**src/sv/touch_point_event_tracker_defines.svh**
```systemverilog
// Assertion macros shared by the tracker RTL.
`ifndef TOUCH_POINT_EVENT_TRACKER_DEFINES_SVH
`define TOUCH_POINT_EVENT_TRACKER_DEFINES_SVH

// Same-cycle implication, disabled while reset is high.
`define TPET_ASSERT_IMP(lbl, clk, rst, ante, cons, msg) \
  lbl: assert property (@(posedge clk) disable iff (rst) (ante) |-> (cons)) \
    else $error(msg);

// Next-cycle implication, disabled while reset is high.
`define TPET_ASSERT_NXT(lbl, clk, rst, ante, cons, msg) \
  lbl: assert property (@(posedge clk) disable iff (rst) (ante) |=> (cons)) \
    else $error(msg);

`endif

```
**src/sv/tpet_pkg.sv**
```systemverilog
`default_nettype none

package tpet_pkg;

  localparam int TPET_MAX_POINTS = 5;
  localparam int TPET_ID_SLOTS   = 16;

  localparam int S_DATA_W = 96;
  localparam int M_DATA_W = 88;
  localparam int M_USER_W = 4;
  localparam int COORD_W  = 16;
  localparam int ENTRY_W  = 3 * COORD_W;

  localparam logic OP_STATUS = 1'b0;
  localparam logic OP_POINT  = 1'b1;

  localparam logic [1:0] EV_NONE = 2'd0;
  localparam logic [1:0] EV_DOWN = 2'd1;
  localparam logic [1:0] EV_MOVE = 2'd2;
  localparam logic [1:0] EV_UP   = 2'd3;

  localparam logic [1:0] FS_OK        = 2'd0;
  localparam logic [1:0] FS_NOT_READY = 2'd1;
  localparam logic [1:0] FS_BAD_COUNT = 2'd2;

  localparam logic [7:0]         READY_MASK = 8'h80;
  localparam logic [7:0]         COUNT_MASK = 8'h0F;
  localparam logic [COORD_W-1:0] NONE_VAL   = 16'hFFFF;

  typedef struct packed {
    logic [1:0]                touch_event;
    logic [3:0]                track_num;
    logic signed [COORD_W-1:0] out_x;
    logic signed [COORD_W-1:0] out_y;
    logic signed [COORD_W-1:0] out_size;
    logic [31:0]               out_time;
    logic [1:0]                frame_status;
  } result_t;

  typedef struct packed {
    logic    produce;
    logic    finish;
    result_t res;
  } tpet_req_t;

  typedef struct packed {
    logic ok;
    logic pend_valid;
  } tpet_sts_t;

  // Fold a 4-bit id into the slot range (slots is at least 5).
  function automatic logic [3:0] fold_id(input logic [3:0] v, input int unsigned slots);
    logic [3:0] r;
    r = v;
    for (int k = 0; k < 3; k++) begin
      if (32'(r) >= slots) begin
        r = 4'(32'(r) - slots);
      end
    end
    return r;
  endfunction

endpackage

`default_nettype wire

```
**src/sv/tpet_ram.sv**
```systemverilog
`default_nettype none

module tpet_ram #(
  parameter int WIDTH = 48,
  parameter int DEPTH = 16
) (
  input  wire logic                                  clk,
  input  wire logic                                  we,
  input  wire logic [((DEPTH > 1) ? $clog2(DEPTH) : 1)-1:0] waddr,
  input  wire logic [WIDTH-1:0]                      wdata,
  input  wire logic                                  re,
  input  wire logic [((DEPTH > 1) ? $clog2(DEPTH) : 1)-1:0] raddr,
  output logic      [WIDTH-1:0]                      rdata
);

  logic [WIDTH-1:0] mem [DEPTH];

  always_ff @(posedge clk) begin
    if (we) begin
      mem[waddr] <= wdata;
    end
    if (re) begin
      rdata <= mem[raddr];
    end
  end

endmodule

`default_nettype wire

```
**src/sv/tpet_out_stage.sv**
```systemverilog
`default_nettype none

module tpet_out_stage import tpet_pkg::*; (
  input  wire logic                clk,
  input  wire logic                rst,
  input  wire tpet_req_t           req,
  output tpet_sts_t                sts,
  output logic                     m_tvalid,
  input  wire logic                m_tready,
  output logic [M_DATA_W-1:0]      m_tdata,  // track_num, out_x, out_y, out_size, out_time
  output logic [M_USER_W-1:0]      m_tuser,  // touch_event, frame_status
  output logic                     m_tlast
);

  result_t pend;
  logic    pend_valid;
  result_t out_q;
  logic    out_free;
  logic    push;

  // The pending word is held back until it is known whether it is the last.
  assign out_free       = !m_tvalid || m_tready;
  assign sts.ok         = !pend_valid || out_free;
  assign sts.pend_valid = pend_valid;
  assign push           = sts.ok && pend_valid && (req.produce || req.finish);

  always_ff @(posedge clk) begin
    if (rst) begin
      pend_valid <= 1'b0;
      m_tvalid   <= 1'b0;
    end else begin
      if (sts.ok && req.produce) begin
        pend_valid <= 1'b1;
      end else if (sts.ok && req.finish) begin
        pend_valid <= 1'b0;
      end
      if (push) begin
        m_tvalid <= 1'b1;
      end else if (m_tready) begin
        m_tvalid <= 1'b0;
      end
    end
  end

  always_ff @(posedge clk) begin
    if (sts.ok && req.produce) begin
      pend <= req.res;
    end
    if (push) begin
      out_q   <= pend;
      m_tlast <= req.finish;
    end
  end

  assign m_tdata = {4'b0000, out_q.out_time, out_q.out_size, out_q.out_y, out_q.out_x,
                    out_q.track_num};
  assign m_tuser = {out_q.frame_status, out_q.touch_event};

endmodule

`default_nettype wire

```
**src/sv/touch_point_event_tracker.sv**
```systemverilog
// Words are taken only in S_IDLE, so no new word is taken before the last is done. A
// rejected status gives one flagged word; a point gives its DOWN/MOVE word from S_PT_EM;
// an empty frame, or the point closing a frame, walks the previous ids in S_REL_RD and
// S_REL_EM, reading the coordinate RAM and then using it, for UP words. Each word waits
// in the pending register until its last flag is known, then goes to the output register.
// Reset: synchronous, no clearing pass; a clear valid flop reads as -1.
`default_nettype none

`include "touch_point_event_tracker_defines.svh"

module touch_point_event_tracker import tpet_pkg::*; #(
  parameter int MAX_POINTS = TPET_MAX_POINTS,
  parameter int ID_SLOTS   = TPET_ID_SLOTS
) (
  input  wire logic                clk,
  input  wire logic                rst,
  input  wire logic                s_tvalid,
  output logic                     s_tready,
  input  wire logic [S_DATA_W-1:0] s_tdata,  // status_byte, point_id, pos_x, pos_y,
                                             // contact_size, time_stamp
  input  wire logic                s_tuser,  // opcode
  output logic                     m_tvalid,
  input  wire logic                m_tready,
  output logic [M_DATA_W-1:0]      m_tdata,  // track_num, out_x, out_y, out_size, out_time
  output logic [M_USER_W-1:0]      m_tuser,  // touch_event, frame_status
  output logic                     m_tlast   // last_result
);

  localparam int IdW  = (ID_SLOTS > 1) ? $clog2(ID_SLOTS) : 1;
  localparam int CntW = $clog2(MAX_POINTS + 1);
  localparam int IdxW = (MAX_POINTS > 1) ? $clog2(MAX_POINTS) : 1;

  typedef enum logic [4:0] {
    S_IDLE   = 5'b00001,
    S_PT_EM  = 5'b00010,
    S_REL_RD = 5'b00100,
    S_REL_EM = 5'b01000,
    S_DONE   = 5'b10000
  } state_t;

  state_t state, state_next;

  // Input word fields.
  logic [7:0]  in_status;
  logic [3:0]  in_pid;
  logic [14:0] in_x, in_y, in_size;
  logic [31:0] in_time;
  logic [3:0]  in_cnt;
  logic        in_ready;
  logic        st_bad;
  logic [IdW-1:0] in_fid;

  assign in_status = s_tdata[7:0];
  assign in_pid    = s_tdata[11:8];
  assign in_x      = s_tdata[26:12];
  assign in_y      = s_tdata[41:27];
  assign in_size   = s_tdata[56:42];
  assign in_time   = s_tdata[88:57];
  assign in_cnt    = 4'(in_status & COUNT_MASK);
  assign in_ready  = (in_status & READY_MASK) != 8'h00;
  assign st_bad    = (in_status == 8'h00) || !in_ready || (in_cnt > 4'(MAX_POINTS));
  assign in_fid    = IdW'(fold_id(in_pid, ID_SLOTS));

  // Tracking state outside the RAM.
  logic [ID_SLOTS-1:0] valid_bits;  // set: id is down and its RAM entry holds its coordinates
  logic [IdW-1:0]      prev_ids [MAX_POINTS];
  logic [IdW-1:0]      cur_ids  [MAX_POINTS];
  logic [CntW-1:0]     prev_count, expected, received;
  logic [CntW-1:0]     walk_i, walk_n;

  // Item held while its results are built.
  logic [IdW-1:0] fid_q;
  logic [14:0]    x_q, y_q, s_q;
  logic [31:0]    t_q;

  logic accept, is_point, pt_take;
  logic [IdW-1:0] rel_id;
  logic present;
  logic walk_end;

  // RAM port signals.
  logic               ram_we, ram_re;
  logic [IdW-1:0]     ram_raddr;
  logic [ENTRY_W-1:0] ram_wdata, ram_rdata;

  tpet_req_t req;
  tpet_sts_t sts;

  assign s_tready = (state == S_IDLE);
  assign accept   = s_tvalid && s_tready;
  assign is_point = (s_tuser == OP_POINT);
  // A point counts only inside an open frame and up to the announced count.
  assign pt_take  = (expected != '0) && (received < expected);
  assign rel_id   = prev_ids[walk_i[IdxW-1:0]];
  assign walk_end = (walk_i >= prev_count);

  // Compare the previous id under the walk against every id of the new frame.
  always_comb begin
    present = 1'b0;
    for (int j = 0; j < MAX_POINTS; j++) begin
      if ((CntW'(j) < walk_n) && (cur_ids[j] == rel_id)) begin
        present = 1'b1;
      end
    end
  end

  assign ram_wdata = {1'b0, x_q, 1'b0, y_q, 1'b0, s_q};

  always_comb begin
    state_next = state;
    req        = '0;
    ram_re     = 1'b0;
    ram_we     = 1'b0;
    ram_raddr  = in_fid;
    case (state)
      S_IDLE: begin
        if (accept) begin
          if (!is_point) begin
            if (st_bad) begin
              // Reject the frame with one flagged word.
              req.produce              = 1'b1;
              req.res.touch_event      = EV_NONE;
              req.res.track_num        = 4'd0;
              req.res.out_x            = NONE_VAL;
              req.res.out_y            = NONE_VAL;
              req.res.out_size         = NONE_VAL;
              req.res.out_time         = in_time;
              req.res.frame_status     = (in_status == 8'h00 || !in_ready) ?
                                         FS_NOT_READY : FS_BAD_COUNT;
              state_next = S_DONE;
            end else if (in_cnt == 4'd0) begin
              // Empty frame: release every previous id.
              state_next = S_REL_RD;
            end
          end else if (pt_take) begin
            // Take the point; its word is built next cycle.
            state_next = S_PT_EM;
          end
        end
      end
      S_PT_EM: begin
        if (sts.ok) begin
          req.produce          = 1'b1;
          req.res.touch_event  = valid_bits[fid_q] ? EV_MOVE : EV_DOWN;
          req.res.track_num    = 4'(fid_q);
          req.res.out_x        = {1'b0, x_q};
          req.res.out_y        = {1'b0, y_q};
          req.res.out_size     = {1'b0, s_q};
          req.res.out_time     = t_q;
          req.res.frame_status = FS_OK;
          ram_we               = 1'b1;
          state_next           = (received == expected) ? S_REL_RD : S_DONE;
        end
      end
      S_REL_RD: begin
        ram_raddr = rel_id;
        if (walk_end) begin
          state_next = S_DONE;
        end else if (!present) begin
          ram_re     = 1'b1;
          state_next = S_REL_EM;
        end
      end
      S_REL_EM: begin
        ram_raddr = rel_id;
        if (sts.ok) begin
          // A cleared valid bit means already up: report none with -1 coordinates.
          req.produce          = 1'b1;
          req.res.touch_event  = valid_bits[rel_id] ? EV_UP : EV_NONE;
          req.res.track_num    = 4'(rel_id);
          req.res.out_x        = valid_bits[rel_id] ? ram_rdata[47:32] : NONE_VAL;
          req.res.out_y        = valid_bits[rel_id] ? ram_rdata[31:16] : NONE_VAL;
          req.res.out_size     = valid_bits[rel_id] ? ram_rdata[15:0]  : NONE_VAL;
          req.res.out_time     = t_q;
          req.res.frame_status = FS_OK;
          state_next           = S_REL_RD;
        end
      end
      S_DONE: begin
        // Flush the held word with its last flag.
        if (sts.ok) begin
          req.finish = 1'b1;
          state_next = S_IDLE;
        end
      end
      default: begin
        state_next = S_IDLE;
      end
    endcase
  end

  // Control state.
  always_ff @(posedge clk) begin
    if (rst) begin
      state      <= S_IDLE;
      valid_bits <= '0;
      prev_count <= '0;
      expected   <= '0;
      received   <= '0;
      walk_i     <= '0;
      walk_n     <= '0;
    end else begin
      state <= state_next;
      case (state)
        S_IDLE: begin
          if (accept) begin
            if (!is_point) begin
              // Any status word abandons the frame in progress.
              expected <= '0;
              received <= '0;
              if (!st_bad) begin
                if (in_cnt == 4'd0) begin
                  walk_i <= '0;
                  walk_n <= '0;
                end else begin
                  expected <= CntW'(in_cnt);
                end
              end
            end else if (pt_take) begin
              received <= received + CntW'(1);
            end
          end
        end
        S_PT_EM: begin
          if (sts.ok) begin
            valid_bits[fid_q] <= 1'b1;
            if (received == expected) begin
              walk_i <= '0;
              walk_n <= expected;
            end
          end
        end
        S_REL_RD: begin
          if (walk_end) begin
            // Close the frame: the new ids become the previous frame.
            prev_count <= walk_n;
            expected   <= '0;
            received   <= '0;
          end else if (present) begin
            walk_i <= walk_i + CntW'(1);
          end
        end
        S_REL_EM: begin
          if (sts.ok) begin
            valid_bits[rel_id] <= 1'b0;
            walk_i             <= walk_i + CntW'(1);
          end
        end
        default: begin
        end
      endcase
    end
  end

  // Item payload and id lists.
  always_ff @(posedge clk) begin
    if (accept) begin
      fid_q <= in_fid;
      x_q   <= in_x;
      y_q   <= in_y;
      s_q   <= in_size;
      t_q   <= in_time;
      if (is_point && pt_take) begin
        cur_ids[received[IdxW-1:0]] <= in_fid;
      end
    end
    if (state == S_REL_RD && walk_end && walk_n != '0) begin
      prev_ids <= cur_ids;
    end
  end

  tpet_ram #(
    .WIDTH (ENTRY_W),
    .DEPTH (ID_SLOTS)
  ) u_coord_ram (
    .clk   (clk),
    .we    (ram_we),
    .waddr (fid_q),
    .wdata (ram_wdata),
    .re    (ram_re),
    .raddr (ram_raddr),
    .rdata (ram_rdata)
  );

  tpet_out_stage u_out_stage (
    .clk      (clk),
    .rst      (rst),
    .req      (req),
    .sts      (sts),
    .m_tvalid (m_tvalid),
    .m_tready (m_tready),
    .m_tdata  (m_tdata),
    .m_tuser  (m_tuser),
    .m_tlast  (m_tlast)
  );

  `TPET_ASSERT_IMP(a_idle_no_pend, clk, rst, state == S_IDLE, !sts.pend_valid, "word left pending in idle")
  `TPET_ASSERT_IMP(a_recv_bound, clk, rst, 1'b1, received <= expected, "received count above expected")
  `TPET_ASSERT_IMP(a_walk_bound, clk, rst, state == S_REL_EM, walk_i < prev_count, "release walk out of range")
  `TPET_ASSERT_NXT(a_point_down, clk, rst, state == S_PT_EM && sts.ok, valid_bits[$past(fid_q)], "point id not marked down")

endmodule

`default_nettype wire

```
**config.mk**
```make
export PLATFORM = sky130hd
export DESIGN_NAME = touch_point_event_tracker
export DESIGN_NICKNAME = d
export VERILOG_FILES = /design/src/sv/tpet_pkg.sv /design/src/sv/tpet_ram.sv /design/src/sv/tpet_out_stage.sv /design/src/sv/touch_point_event_tracker.sv
export VERILOG_INCLUDE_DIRS = /design/src /design/src/sv
export SDC_FILE = /design/constraint.sdc
export NUM_CORES = 1
export LEC_CHECK = 0
export ABC_AREA = 1
export BUFFER_PORTS_ARGS = -buffer_cell sky130_fd_sc_hd__buf_2
export CAP_MARGIN = 10
export CELL_PAD_IN_SITES_DETAIL_PLACEMENT = 1
export CELL_PAD_IN_SITES_GLOBAL_PLACEMENT = 1
export CORE_MARGIN = 2
export CORE_UTILIZATION = 46
export DETAILED_ROUTE_END_ITERATION = 6
export PLACE_DENSITY = 0.85
export SYNTH_ARGS = -nofsm -noshare
export SYNTH_HDL_FRONTEND = slang
export SYNTH_SLANG_ARGS = --single-unit
```
**constraint.sdc**
```tcl
create_clock -name clk -period 6.7 [get_ports clk]
set_input_delay 0.67 -clock clk [delete_from_list [all_inputs] [get_ports clk]]
set_output_delay 0.67 -clock clk [all_outputs]
set_load 0.05 [all_outputs]
```
==> metrics.log <==
INFO  metric result_of_the_run = completed
INFO  metric slew_at_the_pin_with_the_worst_max_slew_slack = 1.23 ns
INFO  metric initial_antenna_violation_count = 5
INFO  metric port_buffers = 181
INFO  metric max-vdd-ir-drop = about 240 µV
INFO  metric setup.worst_path.end_class = register
INFO  metric dieWidth = 313 µm
INFO  metric floorplan.die_area = 97900 µm²
INFO  metric drt_iter0_markers = 2785
INFO  metric clk_tree_root_cell = clkbuf_16
INFO  metric cp_max_fo = 65
INFO  metric final_cell_mix = edfxtp_1, nand2_1, inv_1, nand3_1, a21oi_1
INFO  metric yosysWarnings = 0
INFO  metric first_global_vias = between 30000 and 40000
INFO  metric cts_hold_repair.buffers = 0
INFO  metric crit_required = 7.15 ns
INFO  metric cts_sinks = approximately 1100
INFO  metric gp_routability_congestion = 0.877
INFO  metric io_pins = 196
INFO  metric setup_viol = 0
INFO  metric crit_chain = inv_2 -> nand2_1 -> nand3_1 -> nand3_1 -> nand2_2 -> nand2_1 -> o21ai_4 -> buf_4 -> clkinv_2 -> buf_4 -> nand3_1 -> nand3_1 -> nand2_1
INFO  metric die_y = roughly 310 µm
INFO  metric maxCapViolCount = 0
INFO  metric numCtsBuffers = 109
INFO  metric placed_area = 45900 µm²
INFO  metric synthesis.area = ~44000 µm²
INFO  metric hold_path.class = input port to register
INFO  metric initial_core_util = between 40% and 50%
INFO  metric finalCoreUtilization = a little over half
INFO  metric slew_headroom = a little under a fifth
INFO  metric cts_resized = 0
INFO  metric synth_seq_cells = 1097
INFO  metric yosysSeqAreaShare = 74.2%
INFO  metric critPathLaunchType = register
INFO  metric slowest_cell_on_crit_path = buf_4
INFO  metric grt_start_max_net_pins = between 200 and 300
INFO  metric worst_path_largest_cell_delay = 0.86 ns
INFO  metric post_synth_num_cell_types = 43
INFO  metric power.density = 349 nW/µm²
INFO  metric timing.final.max_slew_violations = 0
INFO  metric layout_min_cycle_time = 4.27 ns
INFO  metric synth_area_leader_cell = edfxtp_1
INFO  metric totalWireLength = 124000 µm
INFO  metric worst_path_most_repeated_cell = nand3_1
INFO  metric ctsHtreeMaxLevel = 3
INFO  metric insertion_delay = 0.71 ns
INFO  metric clock_tree_from_tritoncts = yes
INFO  metric synth.avg_cell_area = 12.9 µm²
INFO  metric synthToLayoutAreaGrowth = 12.5%
INFO  metric final_nets = 3654
INFO  metric drt-pass1-iter-count = 5
INFO  metric rsz_0062_raised_after_global_routing = no
INFO  metric synthesis.instances = 3394
INFO  metric max-clock-path-buffers = 3
INFO  metric global_route.usage.total = roughly a quarter
INFO  metric final_common_cell = edfxtp_1
INFO  metric power.static_leakage = 0.0179 µW
INFO  metric worst_setup_hold_path_clk_slew = 0.07 ns
INFO  metric viasPerCell = 5.78
INFO  metric layout.cell_area.non_filler = 49400 µm²
INFO  metric worst-endpoint-arrival = 4.72 ns
INFO  metric first_pass_grt_wire_length = 185000 µm
INFO  metric report.final.hold_viol_count = 0
INFO  metric period_share = 63.7%
INFO  metric wire_per_inst = 25.4 µm
INFO  metric fmax = 234 MHz
INFO  metric timing.setup.critical_path_class = register to register
INFO  metric yosys.area.top_type_share = 72.4%
INFO  metric detailroute.via_count = 28300
INFO  metric hpwl_after_detailed_placement = a little under 70000 µm
INFO  metric drcViolationCount = 0
INFO  metric final_antenna_net_count = 0
INFO  metric cts.repair_timing.setup_buffer_count = 0
INFO  metric fp-row-count = 113
INFO  metric core-area = roughly 95000 µm²
INFO  metric fin_skew = 0.0307 ns
INFO  metric setup_tns = 0 ns
INFO  metric drive_gt1_share = 13.1%
INFO  metric globalRoute.totalOverflow = 0
INFO  metric top_cells_by_area_synth = edfxtp_1, nand2_1, inv_1, nand3_1, o211ai_1
==> state kept, by name (all words and copies together) (netlist names) <==
register / cells
cur_ids: 20
y_q: 15
prev_count: 3
u_coord_ram.rdata: 45
s_q: 15
valid_bits: 16
walk_i: 3
x_q: 15
u_out_stage.m_tvalid: 1
prev_ids: 20
t_q: 32
u_out_stage.pend: 86
expected: 3
walk_n: 3
fid_q: 4
u_out_stage.m_tlast: 1
u_out_stage.m_tuser: 4
u_out_stage.m_tdata: 82
u_coord_ram.mem: 720
state: 5
received: 3
u_out_stage.pend_valid: 1
==> per-stage QoR <==
stage                     hold slack, ns  total power, µW  cells  setup WS [ns]
after floorplan                    0.400            10400   3397         0.0656
after global placement             0.400            11100   4699           2.61
after detailed placement           0.405            11300   4699           2.52
after CTS                         0.0988            17300   4897           2.51
after global routing               0.117            17800   4897           2.21
final                              0.135            17300   4898           2.43
==> power breakdown <==
group          leakage (µW)  internal (µW)  switching (µW)
Sequential          0.00990           8300             451
Combinational       0.00633            610            1830
Clock               0.00169           3390            2690
==> critical path, delay by kind of cell (launching register included) <==
| family | cells | cell delay (ns) |
|---|---|---|
| DFF | 1 | 0.68 |
| and+or+nand+nor | 8 | 1.27 |
| AOI/OAI and AO/OA | 1 | 0.07 |
| buffers and inverters | 4 | 1.87 |
==> path summary, 6_finish.rpt <==
path	startpoint	endpoint	slack, ns	depth (start not counted)
min reg2reg	u_out_stage.pend[84]	u_out_stage.m_tdata[2]	0.41	0
max	walk_i[0]	u_coord_ram.rdata[10]	2.43	13
min	s_tdata[23]	x_q[11]	0.14	1
max reg2reg	walk_i[0]	u_coord_ram.rdata[10]	2.43	13
==> synthesized netlist by cell type <==
library cell and count:
edfxtp_1 1059, nand2_1 493, inv_1 440, nand3_1 322
a21oi_1 218, o211ai_1 181, o21ai_1 159, o21ai_0 88
buf_2 84, nor2_1 70, clkbuf_1 49, nand4_2 40
dfxtp_1 38, buf_6 25, buf_4 17, nor3_1 17
buf_1 12, nand4_1 12, nand2_2 10, o22ai_1 10
ha_1 8, inv_2 7, nand3b_1 4, a211oi_1 3
inv_4 3, xnor2_1 3, a221oi_1 2, nand2_4 2
nand3_2 2, nor2_2 2, o21ai_2 2, a31oi_1 1
and3_4 1, conb_1 1, nand2_8 1, nor2_4 1
nor3_4 1, nor4_2 1, o2111ai_1 1, o21ai_4 1
o21bai_1 1, o31ai_1 1, xor2_1 1
==> cell type report <==
class                   count  area (µm²)
repair buffers            224        1270
fillers                  9491       45500
well taps                1265        1580
clock buffers             126        2790
flip-flops and latches   1097       32600
multi-input cells        1663        8780
inverters                 450        1710
diodes                      1        2.50
clock inverters            72         722
==> kinds of logic (layout without fill, tap and decap cells) <==
group	count (synthesis)	after routing	share of synthesized area [%]
compound gates	668	668	8.77
xor+xnor	4	4	0.0798
fa+ha+maj	8	8	0.228
buf+inv	637	872	6.27
flops	1097	1097	74.2
other cells	1	5	0.00854
simple gates	979	979	10.5
==> metal layers <==
layer	wire [µm]	global-route usage [%]	part of all wire (%)	up-vias
met5	0	0	0	-
met4	4810	9.70	3.9	0
met3	7900	3.43	6.4	302
met2	63100	44.2	51	1237
met1	48600	31.3	39	14300
li1	-	-	-	12400
Power figures use the tool's default switching activity.
